File: config.mk
export PLATFORM = sky130hd
export DESIGN_NAME = block_bitmap_allocator
export DESIGN_NICKNAME = d
export VERILOG_FILES = /design/src/rtl/core/bba_pkg.sv /design/src/rtl/core/block_bitmap_allocator.sv /design/src/rtl/core/bba_ram.sv
export SDC_FILE = /design/constraint.sdc
export NUM_CORES = 2
export LEC_CHECK = 0
export ABC_CLOCK_PERIOD_IN_PS = 4000
export BUFFER_PORTS_ARGS = -buffer_cell sky130_fd_sc_hd__clkbuf_2
export CAP_MARGIN = 20
export CORE_MARGIN = 1.5
export CORE_UTILIZATION = 31
export CTS_CLUSTER_SIZE = 10
export DETAILED_ROUTE_END_ITERATION = 8
export PLACE_DENSITY = 0.56
export SYNTH_ARGS = -nofsm -noshare
export SYNTH_HDL_FRONTEND = slang
export SYNTH_SLANG_ARGS = --single-unit
File: constraint.sdc
create_clock -name clk -period 4 [get_ports clk]
set_input_delay 0.8 -clock clk [delete_from_list [all_inputs] [get_ports clk]]
set_output_delay 0.8 -clock clk [all_outputs]
set_load 0.005 [all_outputs]
File: src/rtl/core/bba_pkg.sv
// shared types and constants of the block bitmap allocator
package bba_pkg;

  // map geometry
  localparam int NUM_BLOCKS    = 1024;
  localparam int MAP_WORD_BITS = 32;
  localparam int MAP_WORDS     = NUM_BLOCKS / MAP_WORD_BITS;
  localparam int WORD_ADDR_W   = $clog2(MAP_WORDS);
  localparam int BIT_IDX_W     = $clog2(MAP_WORD_BITS);

  // field widths
  localparam int MODE_W  = 2;
  localparam int BLOCK_W = 10;
  localparam int COUNT_W = 11;

  // request modes
  localparam logic [MODE_W-1:0] MODE_MARK_FREE  = 2'd0;
  localparam logic [MODE_W-1:0] MODE_MARK_BUSY  = 2'd1;
  localparam logic [MODE_W-1:0] MODE_FIND_FREE  = 2'd2;
  localparam logic [MODE_W-1:0] MODE_CHECK_FREE = 2'd3;

  // one request item
  typedef struct packed {
    logic [MODE_W-1:0]  mode;
    logic [BLOCK_W-1:0] block_number;
    logic [COUNT_W-1:0] required_count;
  } req_item_t;

  // one response item
  typedef struct packed {
    logic [COUNT_W-1:0] free_count;
    logic               found;
    logic [BLOCK_W-1:0] found_block;
    logic               has_enough;
    logic               out_of_range;
  } rsp_item_t;

endpackage

File: src/rtl/core/block_bitmap_allocator.sv
// block bitmap allocator: free/busy map of storage blocks with a free count
//
// The map sits in one ram of MAP_WORDS words of MAP_WORD_BITS bits, one bit
// per block (1 = free). The block takes one request at a time. A mark free or
// mark busy request is a read-modify-write of one map word; a mark that is out
// of range and a check of the free count are answered without touching the
// map. A search for the lowest free block reads one map word per cycle from
// word 0 and stops at the first word holding a free block in use, or after
// the last word that holds blocks in use. With no free block the search is
// skipped. Writing blocks_in_use (saturated to NUM_BLOCKS) formats the map: a
// valid bit per map word is cleared and a word that was never written since
// reads as all free, so no clearing pass is needed. Write the register only
// while no request is in flight. A response waits in its output register while
// stalled; the next request is still taken and worked on, and it then waits at
// its end until the output register is free.
module block_bitmap_allocator
  import bba_pkg::*;
(
  input  logic               clk,
  input  logic               rst,
  input  logic               req_valid,
  output logic               req_stall,
  input  req_item_t          req,
  output logic               rsp_valid,
  input  logic               rsp_stall,
  output rsp_item_t          rsp,
  input  logic               cfg_we,
  input  logic [COUNT_W-1:0] cfg_wdata
);

  typedef enum logic [3:0] {
    S_IDLE   = 4'b0001,
    S_MARK   = 4'b0010,
    S_SCAN   = 4'b0100,
    S_FINISH = 4'b1000
  } state_t;

  state_t                 state;
  req_item_t              item;
  logic [WORD_ADDR_W-1:0] work_addr;
  logic [COUNT_W-1:0]     free_total;
  logic [COUNT_W-1:0]     active;
  logic [MAP_WORDS-1:0]   word_valid;
  logic                   res_found;
  logic [BLOCK_W-1:0]     res_block;
  logic                   res_oor;

  logic                     req_xfer;
  logic                     req_is_mark;
  logic                     req_oor;
  logic [WORD_ADDR_W-1:0]   map_raddr;
  logic [MAP_WORD_BITS-1:0] map_rdata;
  logic [MAP_WORD_BITS-1:0] eff_word;
  logic [MAP_WORD_BITS-1:0] new_word;
  logic [BIT_IDX_W-1:0]     bit_idx;
  logic                     cur_free;
  logic                     want_free;
  logic                     map_we;
  logic [MAP_WORD_BITS-1:0] use_mask;
  logic [MAP_WORD_BITS-1:0] hit_bits;
  logic [BIT_IDX_W-1:0]     hit_idx;
  logic [COUNT_W-1:0]       next_base;
  logic [COUNT_W-1:0]       cfg_sat;
  logic                     rsp_free;

  // request handshake
  assign req_stall   = (state != S_IDLE);
  assign req_xfer    = req_valid && !req_stall;
  assign req_is_mark = (req.mode == MODE_MARK_FREE) || (req.mode == MODE_MARK_BUSY);
  assign req_oor     = ({1'b0, req.block_number} >= active);
  assign rsp_free    = !rsp_valid || !rsp_stall;

  // saturated block count on a register write
  assign cfg_sat = (cfg_wdata > COUNT_W'(NUM_BLOCKS)) ? COUNT_W'(NUM_BLOCKS) : cfg_wdata;

  // map read address: first word of a request, then the scan walks on
  always_comb begin
    if (state == S_IDLE) begin
      map_raddr = req_is_mark ? req.block_number[BIT_IDX_W +: WORD_ADDR_W] : '0;
    end else begin
      map_raddr = work_addr + 1'b1;
    end
  end

  // word as held in the map, unwritten words read as all free
  assign eff_word = word_valid[work_addr] ? map_rdata : '1;

  // read-modify-write of one map bit
  assign bit_idx   = item.block_number[BIT_IDX_W-1:0];
  assign cur_free  = eff_word[bit_idx];
  assign want_free = (item.mode == MODE_MARK_FREE);
  assign map_we    = (state == S_MARK);
  always_comb begin
    new_word          = eff_word;
    new_word[bit_idx] = want_free;
  end

  // free bits of the scanned word that belong to blocks in use
  always_comb begin
    logic [BLOCK_W-1:0] gidx;
    gidx = '0;
    for (int j = 0; j < MAP_WORD_BITS; j++) begin
      gidx        = {work_addr, BIT_IDX_W'(j)};
      use_mask[j] = ({1'b0, gidx} < active);
    end
    hit_bits = eff_word & use_mask;
  end

  // lowest free bit of the scanned word
  always_comb begin
    hit_idx = '0;
    for (int j = MAP_WORD_BITS - 1; j >= 0; j--) begin
      if (hit_bits[j]) begin
        hit_idx = BIT_IDX_W'(j);
      end
    end
  end

  // first block of the next map word
  assign next_base = COUNT_W'({({1'b0, work_addr} + 1'b1), {BIT_IDX_W{1'b0}}});

  bba_ram #(
    .WIDTH (MAP_WORD_BITS),
    .DEPTH (MAP_WORDS)
  ) u_map_ram (
    .clk   (clk),
    .we    (map_we),
    .waddr (work_addr),
    .wdata (new_word),
    .raddr (map_raddr),
    .rdata (map_rdata)
  );

  // sequencer, free count and response register
  always_ff @(posedge clk) begin
    if (rst) begin
      state      <= S_IDLE;
      rsp_valid  <= 1'b0;
      free_total <= COUNT_W'(NUM_BLOCKS);
      active     <= COUNT_W'(NUM_BLOCKS);
      word_valid <= '0;
    end else begin
      // response register: loaded at the end of a request, cleared once taken
      if ((state == S_FINISH) && rsp_free) begin
        rsp_valid <= 1'b1;
      end else if (rsp_valid && !rsp_stall) begin
        rsp_valid <= 1'b0;
      end

      unique case (state)
        S_IDLE: begin
          if (req_xfer) begin
            item      <= req;
            res_found <= 1'b0;
            res_block <= '0;
            res_oor   <= req_is_mark && req_oor;
            work_addr <= map_raddr;
            if (req_is_mark && !req_oor) begin
              state <= S_MARK;
            end else if ((req.mode == MODE_FIND_FREE) && (free_total != '0)) begin
              state <= S_SCAN;
            end else begin
              state <= S_FINISH;
            end
          end
        end
        S_MARK: begin
          word_valid[work_addr] <= 1'b1;
          if (cur_free != want_free) begin
            if (want_free && (free_total < active)) begin
              free_total <= free_total + 1'b1;
            end else if (!want_free && (free_total != '0)) begin
              free_total <= free_total - 1'b1;
            end
          end
          state <= S_FINISH;
        end
        S_SCAN: begin
          if (hit_bits != '0) begin
            res_found <= 1'b1;
            res_block <= {work_addr, hit_idx};
            state     <= S_FINISH;
          end else if (next_base >= active) begin
            state <= S_FINISH;
          end else begin
            work_addr <= map_raddr;
          end
        end
        S_FINISH: begin
          if (rsp_free) begin
            rsp.free_count   <= free_total;
            rsp.found        <= res_found;
            rsp.found_block  <= res_block;
            rsp.has_enough   <= (item.mode == MODE_CHECK_FREE) &&
                                (free_total >= item.required_count);
            rsp.out_of_range <= res_oor;
            state            <= S_IDLE;
          end
        end
        default: begin
          state <= S_IDLE;
        end
      endcase

      // register write formats the map
      if (cfg_we) begin
        active     <= cfg_sat;
        free_total <= cfg_sat;
        word_valid <= '0;
      end
    end
  end

`ifndef SYNTH
  // free count never exceeds the blocks in use
  a_free_bound: assert property (@(posedge clk) disable iff (rst)
    free_total <= active)
    else $error("free count above blocks in use");

  // a transfer in makes the block busy on the next cycle
  a_busy_after_xfer: assert property (@(posedge clk) disable iff (rst)
    req_xfer && !cfg_we |=> req_stall)
    else $error("request side not stalled after a transfer");

  // a search only runs while some block is free
  a_scan_has_free: assert property (@(posedge clk) disable iff (rst)
    (state == S_SCAN) |-> (free_total != '0))
    else $error("search running with no free block");

  // a found block lies among the blocks in use
  a_found_in_use: assert property (@(posedge clk) disable iff (rst)
    rsp_valid && rsp.found |-> ({1'b0, rsp.found_block} < active) && !rsp.out_of_range)
    else $error("found block outside the blocks in use");

  // an out of range mark reports nothing else
  a_oor_alone: assert property (@(posedge clk) disable iff (rst)
    rsp_valid && rsp.out_of_range |-> !rsp.found && !rsp.has_enough)
    else $error("out of range response with other flags set");
`endif

endmodule

File: src/rtl/core/bba_ram.sv
// generic single-port-write, single-port-read ram with registered read
module bba_ram #(
  parameter int WIDTH = 32,
  parameter int DEPTH = 32
) (
  input  logic                     clk,
  input  logic                     we,
  input  logic [$clog2(DEPTH)-1:0] waddr,
  input  logic [WIDTH-1:0]         wdata,
  input  logic [$clog2(DEPTH)-1:0] raddr,
  output logic [WIDTH-1:0]         rdata
);

  logic [WIDTH-1:0] mem [DEPTH];

  // write port and registered read port
  always_ff @(posedge clk) begin
    if (we) begin
      mem[waddr] <= wdata;
    end
    rdata <= mem[raddr];
  end

endmodule
# Yosys cells after proc, flatten, opt, wreduce, memory -nomap -nowiden
# Memory sizes are Yosys's and may differ from the RTL's. A register that Yosys moved wholly into a read port is not among the register bits.
# Cells that the tools add are included.
totals:
  input_bits: 39
  reg_bits: 118
  word_cells: 186
  mem_bits_rw: 1024
  memories: 1
  out_inout_bits: 26
memory_table:
  columns: ["memory", "words", "word_bits", "rd", "rd_ports_with_merged_regs", "wr", "line_no", "rtl"]
  rows:
  - ["u_map_ram.mem", 32, 32, 1, 1, 1, "bba_ram.sv:14", "logic [WIDTH-1:0] mem [DEPTH];"]
op_classes:
  reduce_logical: 34
  n_lt_le_gt_ge: 41
  eq_ne: 15
  n_mux: 71
  bitwise_logic: 3
  addsub: 4
op_table:
  columns: ["op", "count"]
  rows:
  - ["10-bit by 11-bit < comparator with 1-bit output", 32]
  - ["5-bit two-way mux", 37]
  - ["11-bit two-way mux", 6]
  - ["32-bit AND", 1]
  - ["32-bit bitwise mux", 1]
  - ["32-bit two-way mux", 1]
  - ["32-bit OR", 1]
  - ["32-bit nonzero test", 1]
  - ["4-bit two-way mux", 6]
  - ["11-bit greater-or-equal comparator", 2]
  - ["10-bit two-way mux", 2]
  - ["10-bit one-hot mux with 2 select lines", 1]
  - ["4-bit one-hot mux with 4 select lines", 1]
  - ["5-bit by 6-bit < comparator with 1-bit output, second input constant", 2]
  - ["3-bit AND reduction", 4]
  - ["11-bit by 1-bit adder with 11-bit output, second input constant", 1]
  - ["10-bit by 11-bit greater-or-equal comparator with 1-bit output", 1]
  - ["11-bit greater-than comparator, second input constant", 1]
  - ["1-bit logical AND", 11]
  - ["11-bit < comparator", 1]
  - ["11-bit nonzero test", 1]
  - ["11-bit by 1-bit subtractor with 11-bit output, second input constant", 1]
  - ["1-bit binary-select mux with 5-bit select", 2]
  - ["1-bit demux with 5-bit select", 2]
  - ["other kinds (25)", 49]

# Depth between registers and ports, before layout
logic_depth:
  ltp_word: 38
  depth_mapped: 19
  ltp_nobuf: 18

# Hierarchy
# A second synthesis with hierarchy kept.
hier_totals:
  hier_cells: 3181
  area_unflattened_um2: 48531.5
modules_own_cells:
  columns: ["mod", "area_per_inst_um2", "seq_area_each_um2", "instances", "cells_per_inst"]
  rows:
  - ["bba_ram", 40492.6, 31390.1, 1, 2260]
  - ["block_bitmap_allocator", 8039.0, 2952.8, 1, 921]

# Worst setup path after synthesis
# Ideal clock, no wire load.
synth_path:
  path_type: "register -> register"
  start: "reg active[1]"
  end: "reg free_total[9]"
  slack_ns: -0.365
  required_ns: 3.888
  period_less_slack_ns: 4.365
  t_arrival_ns: 4.253
  path_buffers: 1
  path_stages_with_launch: 20
  cell_sequence: "dfxtp_1 > clkbuf_1 > inv_1 > ha_1 > a21o_1 > a21o_1 > a21oi_1 > o22ai_1 > o21ai_0 > inv_1 > ha_1 > a21o_1 > a21oi_1 > o21bai_1 > a21oi_1 > o21ai_0 > or4b_2 > nand3_1 > nor3_1 > a2111oi_1"
synth_between:
  elab_chain_cells: 6
  word_cells_on_any_way: 8
synth_rtl:
  columns: ["item", "line_no", "rtl"]
  rows:
  - ["start: declaration", "block_bitmap_allocator.sv:42", "logic [COUNT_W-1:0] active;"]
  - ["start signal: assignment", "block_bitmap_allocator.sv:140", "active <= COUNT_W'(NUM_BLOCKS);"]
  - ["start signal: assignment", "block_bitmap_allocator.sv:207", "active <= cfg_sat;"]
  - ["11-bit < comparator *", "block_bitmap_allocator.sv:170", "if (want_free && (free_total < active)) begin"]
  - ["1-bit logical AND *", "block_bitmap_allocator.sv:170", null]
  - ["11-bit two-way mux", "block_bitmap_allocator.sv:170", null]
  - ["11-bit two-way mux", "block_bitmap_allocator.sv:169", "if (cur_free != want_free) begin"]
  - ["11-bit two-way mux", "block_bitmap_allocator.sv:150", "unique case (state)"]
  - ["11-bit two-way mux", "block_bitmap_allocator.sv:206", "if (cfg_we) begin"]
  - ["end signal: assignment", "block_bitmap_allocator.sv:171", "free_total <= free_total + 1'b1;"]
  - ["end signal: assignment", "block_bitmap_allocator.sv:173", "free_total <= free_total - 1'b1;"]
  - ["end signal: assignment", "block_bitmap_allocator.sv:208", "free_total <= cfg_sat;"]
  - ["end: declaration", "block_bitmap_allocator.sv:41", "logic [COUNT_W-1:0] free_total;"]
# Every way passes the cells marked *; elsewhere a longest branch is shown, timed or not. The select of a mux whose other input is x is not followed.
# A chain may end at the register's enable or synchronous reset.

# Worst setup path in the final report
layout_path:
  start: "reg work_addr[2]"
  end: "reg work_addr[4], enable pin"
layout_between:
  elab_chain_cells: 7
  word_cells_on_any_way: 42
layout_rtl:
  columns: ["item", "line_no", "rtl"]
  rows:
  - ["start: declaration", "block_bitmap_allocator.sv:40", "logic [WORD_ADDR_W-1:0] work_addr;"]
  - ["start signal: assignment", "block_bitmap_allocator.sv:157", "work_addr <= map_raddr;"]
  - ["start signal: assignment", "block_bitmap_allocator.sv:186", "work_addr <= map_raddr;"]
  - ["1-bit binary-select mux with 5-bit select", "block_bitmap_allocator.sv:86", "assign eff_word = word_valid[work_addr] ? map_rdata : '1;"]
  - ["1-bit two-way mux (implied by the code)", "block_bitmap_allocator.sv:86", null]
  - ["32-bit two-way mux", "block_bitmap_allocator.sv:86", null]
  - ["32-bit AND", "block_bitmap_allocator.sv:106", "hit_bits = eff_word & use_mask;"]
  - ["32-bit nonzero test", "block_bitmap_allocator.sv:179", "if (hit_bits != '0) begin"]
  - ["2-bit != test (no line)", null, null]
  - ["5-bit AND reduction (no line) *", null, null]
# Marks and branches as above.

==> flow_metrics.env <==
export IMPL_status="completed"
export IMPL_vias=33300
export IMPL_core_um2=157000
export IMPL_r2r_setup_slack_ns=0.22
export IMPL_die_w_um=401
export IMPL_dp_slack_ns=0.0327
export IMPL_post_cts_buffers=0
export IMPL_tns_ns=0
export IMPL_synth_compound_area_share_pct=7.86
export IMPL_drive_above_1_share_pct=13.1
export IMPL_synth_nets=4080
export IMPL_hold_start="req[4]"
export IMPL_worst_pin_slew_ns=0.927
export IMPL_ir_worst_vdd_mv=0.401
export IMPL_viasPerCell=5.29
export IMPL_first_global_vias=31600
export IMPL_io_pins=65
export IMPL_num_rows=145
export IMPL_seq_power_share_pct=42.3
export IMPL_ctsHoldBuffers=0
export IMPL_hpwl_mm=78.3
export IMPL_dp_cells=6060
export IMPL_wl_mm=148
export IMPL_route_detailed_drc=0
export IMPL_min_path_type="input port to flop"
export IMPL_power_net_switching_uw=11000
export IMPL_min_to="item[4]"
export IMPL_synth_ff_type="edfxtp_1"
export IMPL_cp_end_kind="flop"
export IMPL_yosys_warnings=0
export IMPL_async_flop_share_pct=0
export IMPL_drtIter0Drc=3632
export IMPL_p_int_uw=23600
export IMPL_cts_buffer_depth=3
export IMPL_worstReg2RegStart="work_addr[2]"
export IMPL_totalPowerFinal_uw=34600
export IMPL_synthTopCellsByArea="edfxtp_1 (66%), nand2_1 (8.3%), nand3_1 (5.4%)"
export IMPL_cap_violations=0
export IMPL_syn_area_per_cell_um2=12.3
export IMPL_synth_edf_count=1083
export IMPL_final_hold_violation_count=0
export IMPL_grt_setup_unrepaired="false"
export IMPL_start_util_pct=31.3
export IMPL_cts_buffers=137
export IMPL_synth_top_area_share_pct=66.2
export IMPL_critPathMaxFanout=12
export IMPL_dieArea_um2=161000
export IMPL_antenna_found_initial=1
export IMPL_synth_top_family_by_area="simple AND/OR/NAND/NOR gates"
export IMPL_syn_to_final_growth_pct=17.3
export IMPL_period_needed_ns=3.78
export IMPL_final_area_um2=57600
export IMPL_fin_worst_skew_ns=0.0252
export IMPL_firstDrtPassIters=5
export IMPL_clockRootBuffer="clkbuf_16"
export IMPL_cts_sinks=1174
export IMPL_crit_type="flop to flop"
export IMPL_clock_latency_ns=0.76
export IMPL_clk_pin_slew_worst_paths_ns=0.06
export IMPL_powerDensity_nw_per_um2=600
export IMPL_hold_path_depth=1
export IMPL_cts_htree_levels=4
export IMPL_fin_cells=6291
export IMPL_io_buffer_count=64
export IMPL_fin_nets=4238
export IMPL_arrival_ns=4.21
export IMPL_max_freq_mhz=265
export IMPL_finalCritPeriodShare_pct=94.4
export IMPL_dieHeight_um=401
export IMPL_switching_share_pct=31.8
export IMPL_r2r_end="work_addr[4]"
export IMPL_cp_required_ns=4.43
export IMPL_syn_cell_area_um2=49100
export IMPL_syn_inst=3984
export IMPL_start_kind="flop"
export IMPL_placed_area_um2=53600
export IMPL_drv_slew=0
export IMPL_slew_headroom_pct=38.0
export IMPL_yosys_mux_area_fraction_pct=0.876
export IMPL_yosys_cell_types_count=90
export IMPL_power_frac_comb_pct=24.9
export IMPL_cts_tree="done"
export IMPL_synth_area_leader_cell="edfxtp_1"
export IMPL_p_clk_share_pct=32.8
export IMPL_ant_nets=0
export IMPL_synthXorXnorAreaFrac_pct=0.214
export IMPL_yosys_area_share_simple_pct=17.0
export IMPL_grt_pass1_wl_mm=216
export IMPL_reg2reg_depth=10
export IMPL_wire_per_inst_um=23.5
export IMPL_yosysSeqAreaShare_pct=69.9
export IMPL_grt_max_degree=117
export IMPL_setup_violations_final=0
export IMPL_synth_adder_area_share_pct=1.47
export IMPL_gp_congestion=0.869
export IMPL_cellLeakagePower_uw=0.0197
export IMPL_diodes=0
export IMPL_grt_use_total_pct=18.0
export IMPL_setup_slack_ns=0.224
export IMPL_grt_ovfl_total=0
export IMPL_ys_ff_latch=1174
-- synth_stat cells (all sizes together) (6+ instances only) --
cell type  count
nand2       1090
edfxtp      1083
nand3        532
a311oi       164
clkbuf       148
buf          114
dfxtp         91
nor2          82
and3          69
a21oi         57
ha            56
a31oi         47
inv           45
o21a          45
a21o          44
o21ai         43
nor3          36
a211oi        23
mux2i         13
nor4          13
mux4          11
nor2b         11
o22ai         11
a211o          9
a22o           9
and2           9
nand2b         9
xnor2          9
nor3b          8
o211ai         7
nand3b         6
nand4          6
or3            6
-- power by group through the flow --
stage | clock network [uW] | registers, uW | logic [uW]
finish | 11300 | 14600 | 8620
global route | 12000 | 14600 | 9420
CTS | 11500 | 14600 | 8610
detailed placement | 0 | 14900 | 8570
global placement | 0 | 14900 | 8520
floorplan | 0 | 14600 | 5470
-- worst max-delay path by stage --
stage | start | to | slack (ns)
after floorplan | active[1] | free_total[9] | 0.02
after global placement | active[1] | free_total[9] | 0.04
after detailed placement | active[1] | free_total[9] | 0.03
after CTS | active[1] | free_total[9] | 0.004
after global routing | active[1] | free_total[10] | 0.002
final | work_addr[2] | work_addr[4] | 0.22
-- flip-flops by register name (all words and copies together) (netlist names) --
name / flops
rsp_valid: 1
u_map_ram.mem: 1024
res_oor: 1
work_addr: 5
res_found: 1
state: 4
active: 11
res_block: 10
bit_idx: 5
item: 13
rsp: 24
free_total: 11
u_map_ram.rdata: 32
word_valid: 32
-- layout make-up --
type,count,area (um^2)
clock buffer,219,3840
clock inverter,11,110
fill,15000,99100
inverter,46,198
multi-input combinational,2502,13900
sequential,1174,34300
tap,2058,2570
timing repair buffer,281,2650
-- worst max-delay path: stages, from the launching register on --
cell and delay, ns:
edfxtp_1 0.54, ha_1 0.40, nand4b_4 0.20, nor2_1 0.31, o21ai_0 0.22, a32o_1 0.31
a21oi_1 0.16, nand4_1 0.22, nor4_4 0.42, nand4_1 0.35, o21ai_4 0.32
-- cells in the final DEF, fill, tap and decap left out, types with 47 or more instances in the layout --
cell          n
nand2_1    1090
edfxtp_1   1083
nand3_1     532
a311oi_1    164
buf_4       160
clkbuf_16   141
dfxtp_1      91
clkbuf_1     76
and3_1       69
clkbuf_2     64
ha_1         56
buf_12       55
nor2_1       47
-- per-layer routing --
metal	global-route usage, %	share of wire (%)	up-vias
met2	30.1	48	1238
met5	0	0	-
met1	24.1	42	16700
met4	5.22	2.4	0
li1	-	-	15100
met3	2.75	6.9	231
-- stage by stage --
stage / hold slack (ns) / utilization (%)
2_1_floorplan: 0.400 / -
3_3_place_gp: 0.403 / 34.2
3_5_place_dp: 0.405 / 34.2
4_1_cts: 0.170 / 36.7
5_1_grt: 0.193 / 36.8
6_report: 0.231 / 36.8
-- timing repair --
action | in CTS | in global routing
resized for setup | 0 | 9
hold endpoints to repair | 0 | 0
endpoints found under the setup margin | 0 | 7
-- logic make-up after synthesis --
family / after synthesis
and+or+nand+nor: 1895
DFF: 1174
AOI/OAI and AO/OA: 510
buffers and inverters: 308
adders and majority gates: 57
muxes: 28
xor gates and xnor gates: 12
(Power assumes the default switching activity.)
